$ cat config.mk
export PLATFORM = sky130hd
export DESIGN_NAME = sbba_div
export DESIGN_NICKNAME = d
export VERILOG_FILES = /design/src/rtl/separable_box_blur_argb_unit_defines.svh /design/src/rtl/sbba_pkg.sv /design/src/rtl/sbba_div.sv
export SDC_FILE = /design/constraint.sdc
export NUM_CORES = 1
export LEC_CHECK = 0
export ABC_AREA = 1
export BUFFER_PORTS_ARGS = -buffer_cell sky130_fd_sc_hd__clkbuf_2
export CORE_ASPECT_RATIO = 0.75
export CORE_UTILIZATION = 52
export CTS_CLUSTER_DIAMETER = 40
export DETAILED_ROUTE_END_ITERATION = 12
export PLACE_DENSITY = 0.82
export REMOVE_ABC_BUFFERS = 1
export SKIP_CTS_REPAIR_TIMING = 1
export SLEW_MARGIN = 20
export SYNTH_ARGS = -nofsm -noshare
export SYNTH_HDL_FRONTEND = slang
export SYNTH_SLANG_ARGS = --single-unit
$ cat constraint.sdc
create_clock -name clk -period 2 [get_ports clk]
set_input_delay 0.2 -clock clk [delete_from_list [all_inputs] [get_ports clk]]
set_output_delay 0.2 -clock clk [all_outputs]
set_load 0.02 [all_outputs]
$ cat src/rtl/separable_box_blur_argb_unit_defines.svh
// Assertion macros shared by the box blur RTL.
// Depends on a clk and an active-low rst_n in the including module.
`ifndef SEPARABLE_BOX_BLUR_ARGB_UNIT_DEFINES_SVH
`define SEPARABLE_BOX_BLUR_ARGB_UNIT_DEFINES_SVH

// Consequent must hold in the same cycle as the antecedent.
`define SBBA_ASSERT_SAME(lbl, ante, cons, msg) \
    lbl: assert property (@(posedge clk) disable iff (!rst_n) (ante) |-> (cons)) \
        else $error(msg);

// Consequent must hold in the cycle after the antecedent.
`define SBBA_ASSERT_NEXT(lbl, ante, cons, msg) \
    lbl: assert property (@(posedge clk) disable iff (!rst_n) (ante) |=> (cons)) \
        else $error(msg);

`endif

$ cat src/rtl/sbba_pkg.sv
// Package for the separable box blur: item types, codes and defaults.
// No dependencies.
`timescale 1ns / 1ps
`default_nettype none
package sbba_pkg;

    localparam int DEF_MAX_WIDTH  = 1024;
    localparam int DEF_MAX_RADIUS = 8;
    localparam int MAX_HEIGHT     = 4096;
    localparam int ROW_W          = 12;

    localparam logic [10:0] RST_FRAME_WIDTH  = 11'd1024;
    localparam logic [12:0] RST_FRAME_HEIGHT = 13'd768;
    localparam logic [3:0]  RST_BLUR_RADIUS  = 4'd2;

    localparam logic [1:0] CFG_FRAME_WIDTH  = 2'd0;
    localparam logic [1:0] CFG_FRAME_HEIGHT = 2'd1;
    localparam logic [1:0] CFG_BLUR_RADIUS  = 2'd2;
    localparam logic [1:0] CFG_NONE         = 2'd3;

    localparam logic OP_PIXEL = 1'b0;
    localparam logic OP_DRAIN = 1'b1;

    typedef struct packed {
        logic       opcode;
        logic [7:0] in_alpha;
        logic [7:0] in_red;
        logic [7:0] in_green;
        logic [7:0] in_blue;
    } pix_item_t;

    typedef struct packed {
        logic [7:0] out_alpha;
        logic [7:0] out_red;
        logic [7:0] out_green;
        logic [7:0] out_blue;
        logic       frame_done;
    } res_item_t;

    typedef struct packed {
        logic busy;
        logic done;
    } div_stat_t;

endpackage
`default_nettype wire

$ cat src/rtl/sbba_div.sv
// Iterative restoring divider, one quotient bit per cycle.
// Depends on sbba_pkg for the status struct.
`timescale 1ns / 1ps
`default_nettype none
module sbba_div
    import sbba_pkg::*;
#(
    parameter int SW = 13,
    parameter int CW = 5
) (
    input  wire logic          clk,
    input  wire logic          rst_n,
    input  wire logic          start,
    input  wire logic [SW-1:0] dividend,
    input  wire logic [CW-1:0] divisor,
    output logic      [SW-1:0] quotient,
    output div_stat_t          stat
);
    localparam int NW = $clog2(SW + 1);

    logic [SW-1:0] q_reg;
    logic [CW-1:0] rem_reg;
    logic [CW-1:0] dv_reg;
    logic [NW-1:0] cnt_reg;
    logic          busy_reg;
    logic          done_reg;
    logic [CW:0]   trial;
    logic          ge;

    assign trial = {rem_reg, q_reg[SW-1]};
    assign ge    = trial >= {1'b0, dv_reg};

    always_ff @(posedge clk or negedge rst_n)
    begin
        if (!rst_n)
        begin
            busy_reg <= 1'b0;
            done_reg <= 1'b0;
            cnt_reg  <= '0;
        end
        else
        begin
            done_reg <= 1'b0;
            if (start)
            begin
                busy_reg <= 1'b1;
                cnt_reg  <= NW'(SW);
            end
            else if (busy_reg)
            begin
                cnt_reg <= cnt_reg - 1'b1;
                if (cnt_reg == NW'(1))
                begin
                    busy_reg <= 1'b0;
                    done_reg <= 1'b1;
                end
            end
        end
    end

    always_ff @(posedge clk)
    begin
        if (start)
        begin
            q_reg   <= dividend;
            dv_reg  <= divisor;
            rem_reg <= '0;
        end
        else if (busy_reg)
        begin
            rem_reg <= ge ? CW'(trial - {1'b0, dv_reg}) : CW'(trial);
            q_reg   <= {q_reg[SW-2:0], ge};
        end
    end

    assign quotient = q_reg;
    assign stat     = '{busy: busy_reg, done: done_reg};

endmodule
`default_nettype wire

* Word-level counts from Yosys, hierarchy flattened
Index checks and enable logic that the tools add are counted.
** Storage, ports and cells
- Register bits after elaboration :: 29
- Input port bits :: 21
- Output and inout bits :: 15
- Logic and storage cells :: 22
** Cells by class
- $add $sub $neg :: 2
- $lt $le $gt $ge :: 1
- Eq/ne operators :: 1
- Multiplexer cells :: 11
- Reductions and logical operators :: 1
** Operator list (number)
- 2-to-1 mux 13 bit :: 2
- 2-to-1 mux 4 bit :: 2
- greater-or-equal comparator 6 x 5 -> 1 bit :: 1
- 2-to-1 mux 1 bit :: 6
- 2-to-1 mux 5 bit :: 1
- subtractor 5 bit :: 1
- equality test 4 x 1 -> 1 bit, second input constant :: 1
- subtractor 4 x 1 -> 4 bit, second input constant :: 1
- nonzero test 2 bit :: 1

* Longest topological paths before layout
Gate-level depths: netlist of the first run.
- Depth in word-level cells :: 4
- Depth in mapped cells :: 11
- Mapped depth without buffers :: 11

* Worst setup path after synthesis of the first run
Ideal clock, no wire load.
- Path type :: reg-to-reg
- From :: register q_reg[12], in the netlist quotient[12]
- To :: register q_reg[0], in the netlist quotient[0], data pin
- Setup time :: 0.267 ns
- Arrival time :: 1.492 ns
- Required time :: 1.733 ns
- Path slack :: 0.241 ns
- Cell stages (with the launch flop) :: 9
- Path buffers :: 0
- Period minus slack after synthesis :: 1.759 ns
- Cells stage by stage :: edfxtp_1 -> inv_1 -> ha_1 -> inv_1 -> fa_1 -> nand2_1 -> nand2_1 -> nand3_4 -> a31oi_1
** Between the ends
- Cells in the longest elaborated chain, start to end :: 3
** RTL lines
- start, declared :: RTL line sbba_div.sv:21 : logic [SW-1:0] q_reg;
- start signal, assigned :: RTL line sbba_div.sv:65 : q_reg <= dividend;
- start signal, assigned :: RTL line sbba_div.sv:72 : q_reg <= {q_reg[SW-2:0], ge};
- greater-or-equal comparator 6 x 5 -> 1 bit :: RTL line sbba_div.sv:31 : assign ge = trial >= {1'b0, dv_reg};
- 2-to-1 mux 13 bit :: RTL line sbba_div.sv:69 : else if (busy_reg)
- 2-to-1 mux 13 bit :: RTL line sbba_div.sv:63 : if (start)
No other way between the ends. The select of a mux whose other input is x is not followed.
A chain may end at the register's enable or synchronous reset.

* Final worst setup path of the first run
Ends and elaborated chain as after synthesis.

==> results.txt, run 1 <==
The run finished with clean final reports. The slowest stage of the critical path belongs to the cell sky130_fd_sc_hd__fa_1. The root buffer cell chosen for the clock tree is sky130_fd_sc_hd__clkbuf_8.

Dividing the detail-routed wire length by the instance count gives around 13 um. Walking the worst path, the cells encountered are inv_1 -> ha_1 -> inv_1 -> fa_1 -> nand2_1 -> nand2_1 -> nand3_4 -> a31oi_1. The number of levels in the clock H-tree came out at 2. The initial antenna violation count is 0. For the final routed database, the setup TNS stands at 0 ps.

After clock tree synthesis, the clock-pin slew on the worst setup and hold paths is ~60 ps. The maximum number of pins on one net before global-route repair is 17. The deepest clock path buffer count came out at 2. The number of failing hold endpoints at the final stage came out at 0. The congestion estimate from routability-driven global placement came to 0.985. The worst hold slack came out at 89.7 ps. The count of input and output buffers is 35. The gate count of the mapped netlist came out at about 160. Setup repair after global routing left no endpoint under its margin. The post-detailed-route DRC marker count came out at 0. The fraction of final layout cells sized beyond drive strength 1 is between 20% and 30%. The average instance in the mapped netlist occupies 9.06 sq um.

The cell area after technology mapping is ~1500 sq um. The final worst-path cycle share came out at 89.9%. The final antenna diode count is 0. The DRC marker count from the first detailed-route iteration is 134. The buffer and inverter count on the worst path came out at 2.

At the pin with the least slew margin, the transition time is between 500 and 600 ps. The number of distinct library cell variants in the gate-level netlist after synthesis came out at 25. The number of CTS-inserted buffers came out at 5. After Yosys synthesis, full adders, half adders and majority gates account for 7.29% of the synthesized area. The worst-case clock skew is roughly 2.3 ps. The initial core utilization came out at 55.9%. The clock insertion delay at the later pin of the skew report came out at 280 ps.

VDD sags by at most roughly 500 uV. The number of max-slew violations in the final report is 0. The maximum cell stage delay along the critical path came out at between 400 and 500 ps. The core region is between 2000 and 3000 sq um.

The count of TritonRoute iterations in the first routing pass came out at 4. From synthesis to final layout, the design area changed by 21.1%. The share of synthesized area occupied by flip-flops and latches is a little over half. The final route contains 1183 vias. The global-route wire length before repair is 4760 um. The number of placement rows came out at 16. At the end of the flow the core is filled with cells to between 60% and 70%.

The remaining max-slew budget at the tightest pin came out at approximately two thirds. The clock period minus final worst setup slack is 1800 ps. The number of nets in the finished design is between 200 and 250. Detailed placement finished with a half-perimeter wire length of ~2200 um. Among cell families on the critical path, the largest total delay comes from adder cells. The startpoint type of the worst setup path is a flip-flop. The overall die area came out at 3060 sq um. The height of the die came out at between 40 and 50 um.

The total clock sinks came out at 29. Data arrives at the worst endpoint at roughly 1800 ps. Summed over all cells, the static leakage comes to between 0.9 and 1 nW. The max-capacitance violation count is 0.

The number of flip-flops under the largest register name is 13. The final wirelength came out at ~3100 um. The I/O pin total is 36. Of all nets on the critical path, the largest fanout is 7. The number of global-route vias before repair is 1062. The post-synthesis simple-gate area fraction came out at around 28%. Global routing used between 20% and 30% of the available tracks across all layers. The detail-routed via count per cell came out at 4.95. The critical path capture point type is a flip-flop. In this run the worst hold path is classified as in2reg. The fraction of the mapped netlist area in compound gates is under 10%. The required time of the critical path is around 2000 ps.

The total power per unit cell area is 1130 nW/um^2. The number of synthesized register bits is 29. From left edge to right edge, the die measures ~64 um. The mux cell area share after synthesis is 0%.

The post-route antenna net violation count came out at 0. The total power consumption of the routed design is ~2.0 mW. The largest family of logic cells by synthesized area is simple AND/OR/NAND/NOR gates. The overflow left after global routing came out at 0.

The xor-xnor portion of the synthesized cell area is less than 1%. The number of failing setup endpoints in the final timing report came out at 0. The critical path is of the reg2reg type. The total number of yosys warnings is 0. TritonCTS built the clock tree. The timing-limited maximum frequency is around 560 MHz.
worst register-to-register path, delay by kind of cell (launching register included):
family                     cells  cell delay, ps
AOI/OAI and AO/OA              1             110
adders and majority gates      2             560
buffers and inverters          2             160
DFF                            1             400
and+or+nand+nor                3             300
cell usage after synthesis:
cell type	count	area share, %
sky130_fd_sc_hd__edfxtp_1	18	37
sky130_fd_sc_hd__dfrtp_1	6	10
sky130_fd_sc_hd__buf_2	2	0.68
sky130_fd_sc_hd__dfxtp_1	5	6.8
sky130_fd_sc_hd__nand2_4	1	0.76
sky130_fd_sc_hd__a31oi_1	1	0.42
sky130_fd_sc_hd__a21oi_1	4	1.4
sky130_fd_sc_hd__o22ai_1	1	0.42
sky130_fd_sc_hd__or2_4	1	0.59
sky130_fd_sc_hd__ha_1	7	5.9
sky130_fd_sc_hd__nor2_2	1	0.42
sky130_fd_sc_hd__nor4_1	1	0.42
sky130_fd_sc_hd__inv_1	19	4.8
sky130_fd_sc_hd__nor2_8	1	1.4
sky130_fd_sc_hd__nor2_1	7	1.8
sky130_fd_sc_hd__xnor2_1	1	0.59
sky130_fd_sc_hd__nand3_4	1	1.2
sky130_fd_sc_hd__buf_4	3	1.5
sky130_fd_sc_hd__nand2_1	64	16
sky130_fd_sc_hd__o21ai_0	4	1.4
sky130_fd_sc_hd__fa_1	1	1.4
sky130_fd_sc_hd__nor2_4	1	0.76
sky130_fd_sc_hd__or2_1	1	0.42
sky130_fd_sc_hd__inv_2	1	0.25
sky130_fd_sc_hd__nand3_1	11	3.7
where the power goes:
group / internal [mW] / leakage [nW] / switching, mW
sequential: 0.735 / 0.298 / 0.0655
clock: 0.367 / 0.0528 / 0.224
combinational: 0.239 / 0.570 / 0.388
area by class of cell:
cell class / instances / area (sq um)
Sequential cell: 29 / 791
Clock inverter: 2 / 33.8
Timing Repair Buffer: 37 / 193
Multi-Input combinational cell: 109 / 578
Tap cell: 36 / 45.0
Fill cell: 217 / 855
Inverter: 20 / 75.1
Clock buffer: 6 / 72.6
cell families (layout without fill, tap and decap cells):
kind of cell | Yosys count | count (layout)
xor gates and xnor gates | 1 | 1
AOI/OAI and AO/OA | 10 | 10
adders and majority gates | 8 | 8
buffers and inverters | 25 | 65
and+or+nand+nor | 90 | 90
DFF | 29 | 29
cells in the final DEF (no fill, tap or decap), types with 4 or more instances in the layout:
cell,Yosys,final
sky130_fd_sc_hd__nand3_1,11,11
sky130_fd_sc_hd__edfxtp_1,18,18
sky130_fd_sc_hd__nor2_1,7,7
sky130_fd_sc_hd__a21oi_1,4,4
sky130_fd_sc_hd__ha_1,7,7
sky130_fd_sc_hd__o21ai_0,4,4
sky130_fd_sc_hd__clkbuf_2,0,35
sky130_fd_sc_hd__nand2_1,64,64
sky130_fd_sc_hd__dfxtp_1,5,5
sky130_fd_sc_hd__dfrtp_1,6,6
sky130_fd_sc_hd__inv_1,19,19
sky130_fd_sc_hd__clkbuf_8,0,5
path summary, 6_finish.rpt:
path                                            to  depth (start not counted)                    start  slack, ps
max in group asynchronous   cnt_reg[3]$_DFFE_PN0P_                          2                    rst_n       1580
min in group asynchronous       busy_reg$_DFF_PN0_                          2                    rst_n        270
setup reg to reg             quotient[0]$_DFFE_PP_                          8   quotient[12]$_DFFE_PP_        200
hold / removal                 dv_reg[1]$_DFFE_PP_                          1               divisor[1]         90
setup / recovery             quotient[0]$_DFFE_PP_                          8   quotient[12]$_DFFE_PP_        200
hold reg to reg            rem_reg[4]$_SDFFE_PP0P_                          2  rem_reg[4]$_SDFFE_PP0P_        470
per-stage QoR:
| stage | instance area, sq um | instances | setup WS, ps |
|---|---|---|---|
| finish | 1790 | 239 | 202 |
| global route | 1790 | 239 | 102 |
| CTS | 1780 | 238 | 221 |
| detailed placement | 1670 | 230 | 256 |
| global placement | 1670 | 230 | 340 |
| floorplan | 1440 | 158 | 239 |
layer usage:
layer | global-route usage, % | wire [um]
met1 | 26.6 | 1340
met2 | 36.4 | 1520
met3 | 6.78 | 139
met4 | 12.3 | 59
met5 | 0 | 0
(Power assumes the default switching activity.)
==> run 2, diff against run 1 <==
CORE_MARGIN = 8   (was unset)
==> run 2 against run 1 <==
Net effect: core utilization decreased by 0.46 points; combinational power decreased by 2%; non-clock buffer count unchanged; sequential power about the same; die area increased by 58%; fmax increased by 1.4%; clock skew increased by 5.3 ps; hold slack improved by 7.4 ps; first-iteration DRC count decreased by 40%; wire length increased by 3.2%; via count decreased by 1.5%; critical path type unchanged; largest cell class unchanged; highest routed layer unchanged.
==> results.txt, run 2 (synthesized netlist as in run 1, its figures left out) <==
The total power per unit cell area came out at ~1100 nW/um^2. The number of flip-flops under the largest register name is 13. Leaving out fill and tap cells, the most frequent cell in the layout is sky130_fd_sc_hd__nand2_1. The post-route non-filler standard cell count came out at roughly 240.

The worst setup path is captured at a flip-flop. The part of the power in registers is about 40%. For this design the static power due to leakage is 0.924 nW. The clock-pin slew on the worst setup and hold paths is about 60 ps. The family with the most delay on the worst path is simple AND/OR/NAND/NOR gates. The vias after detailed routing is around 1200. For the worst-skew pair, the clock arrives at the later sink with an insertion delay of around 280 ps. For this design, the slowest cell found on the critical path is sky130_fd_sc_hd__fa_1. The fraction of final layout cells sized beyond drive strength 1 came out at 24.6%.

The number of failing setup endpoints in the final timing report came out at 0. Summed over all layers, the global routing overflow is 0. The clock network fraction of total power came out at between 20% and 30%. Once placement completed, the tool counted placed cells totaling between 200 and 250.

The post-detailed-route DRC marker count is 0. The signal on the critical path passes through inv_1 -> ha_1 -> inv_1 -> fa_1 -> nand2_1 -> nand2_1 -> nand3_4 -> nand2_4 -> nand2_1 -> nand3_1 -> nand2_1. The remaining max-slew budget at the tightest pin came out at around 64%.

The deepest clock path buffer count came out at 2. The transition time of the tightest slew-check pin is between 500 and 600 ps. The repair_antennas step left the layout with diodes totalling 0. The final worst-path cycle share came out at about nine tenths.

The combined global-route utilization of all metal layers came out at between 10% and 20%. In this run the tool buffered the top-level ports with 35 buffer cells. The net switching share of the total power came out at 33.1%. STA classifies the critical path startpoint as a flip-flop. After detailed routing, the total wire length is about 3200 um. The worst vdd rail ir drop is between 400 and 500 uV. The worst hold path belongs to the class in2reg. The number of failing hold endpoints at the final stage came out at 0. The required time of the critical path is about 2200 ps. The number of cells on the worst reg-to-reg path is 11. In this run the worst path has a maximum fanout of 7. Setup repair after global routing left no endpoint under its margin. The post-route antenna net violation count came out at 0. For the finished layout, the period the worst path requires is ~1800 ps. The core footprint is around 2700 sq um. The logic depth of the worst setup path including buffers came out at 11.

The number of CTS-inserted buffers is 5. The I/O pin total is 36. The library cells used most frequently in the layout, excluding fill and tap cells, are sky130_fd_sc_hd__nand2_1, sky130_fd_sc_hd__clkbuf_2, sky130_fd_sc_hd__inv_1. Dividing the detail-routed wire length by the instance count gives 13.2 um. From left edge to right edge, the die measures a little under 80 um. The max-capacitance violation count came out at 0. The number of global-route vias before repair came out at between 1000 and 1500.

The detail-routed via count per cell came out at around 4.9. The initial core utilization is 55.5%. The congestion estimate from routability-driven global placement came to between 0.9 and 1. For this run, the detailed router's first-pass iteration total came to 4. The number of nets in the finished design came out at 231. The height of the die came out at 62.1 um. The maximum number of pins on one net before global-route repair is 16.

The initial antenna violation count was 0. The number of levels in the clock H-tree came out at 2. The depth of the worst hold-timing path came out at 1. The worst setup path is of the reg2reg kind. The maximum cell stage delay along the critical path came out at between 300 and 400 ps. Final hold analysis gives a worst-case slack of slightly below 100 ps. The overall die area is between 4000 and 5000 sq um. The synthesis-to-finish area growth is 21.2%. Summed over all nets, the half-perimeter wirelength after detailed placement is roughly 2400 um. The flow ran to the end, and the final reports show no timing, DRC or antenna violations. Data on the critical path arrives at its endpoint at between 1500 and 2000 ps. The critical path contains buffers and inverters numbering 2 combined.

For this run, the top clock speed supported by timing is 564 MHz. The global-route wire length before repair is 5350 um. TritonCTS built the clock tree. The reported net switching power came out at between 0.6 and 0.7 mW.

By instance count, the cell type seen most on the critical path is sky130_fd_sc_hd__nand2_1. The DRC marker count from the first detailed-route iteration is 80. The number of max-slew violations in the final report came out at 0. The total internal power is about 1.3 mW. Counting every sink on the clock net gives 29. For the final database, setup skew stands at roughly 7.6 ps.

The summed negative setup slack over all endpoints is 0 ps. The cell sitting at the root of the clock tree is a sky130_fd_sc_hd__clkbuf_8. The combinational share of power came out at between 30% and 40%. The number of placement rows is 16.
==> run 2: routing by layer <==
metal | vias to the layer above | GRT usage [%] | routed length, um | part of all wire, %
met4 | 0 | 6.34 | 55 | 1.7
met1 | 536 | 15.3 | 1340 | 42
met2 | 27 | 23.6 | 1600 | 51
li1 | 595 | - | - | -
met3 | 7 | 6.90 | 164 | 5.2
met5 | - | 0 | 0 | 0
==> run 2: path summary, 6_finish.rpt <==
path,startpoint,endpoint,slack (ps)
worst min-delay path,divisor[1],dv_reg[1]$_DFFE_PP_,100
min in group asynchronous,rst_n,cnt_reg[3]$_DFFE_PN0P_,270
worst max register to register,quotient[12]$_DFFE_PP_,rem_reg[2]$_SDFFE_PP0P_,230
max in group asynchronous,rst_n,done_reg$_DFF_PN0_,1580
worst max-delay path,quotient[12]$_DFFE_PP_,rem_reg[2]$_SDFFE_PP0P_,230
worst min register to register,rem_reg[4]$_SDFFE_PP0P_,rem_reg[4]$_SDFFE_PP0P_,480
==> run 2: cell type report <==
cell class,count,area (sq um)
fill,222,873
sequential,29,791
multi-input combinational,109,578
timing repair buffer,37,193
inverter,20,75.1
clock buffer,6,72.6
tap,36,45.0
clock inverter,2,35.0
==> run 2: through the flow <==
stage          total power [mW]  utilization (%)  instance area [sq um]  worst slack (ps)
4_1_cts                    2.01             66.8                   1780               226
6_report                   2.01             67.2                   1790               227
2_1_floorplan              1.25                -                   1440               239
3_5_place_dp               1.42             62.8                   1670               259
3_3_place_gp               1.38             62.8                   1670               327
5_1_grt                    2.14             67.2                   1790              24.0
==> run 2: power groups by stage <==
stage / logic (mW) / registers, mW / clock network [mW]
final: 0.616 / 0.800 / 0.590
after global routing: 0.702 / 0.809 / 0.627
after CTS: 0.619 / 0.799 / 0.594
after detailed placement: 0.607 / 0.809 / 0
after global placement: 0.578 / 0.805 / 0
after floorplan: 0.411 / 0.839 / 0
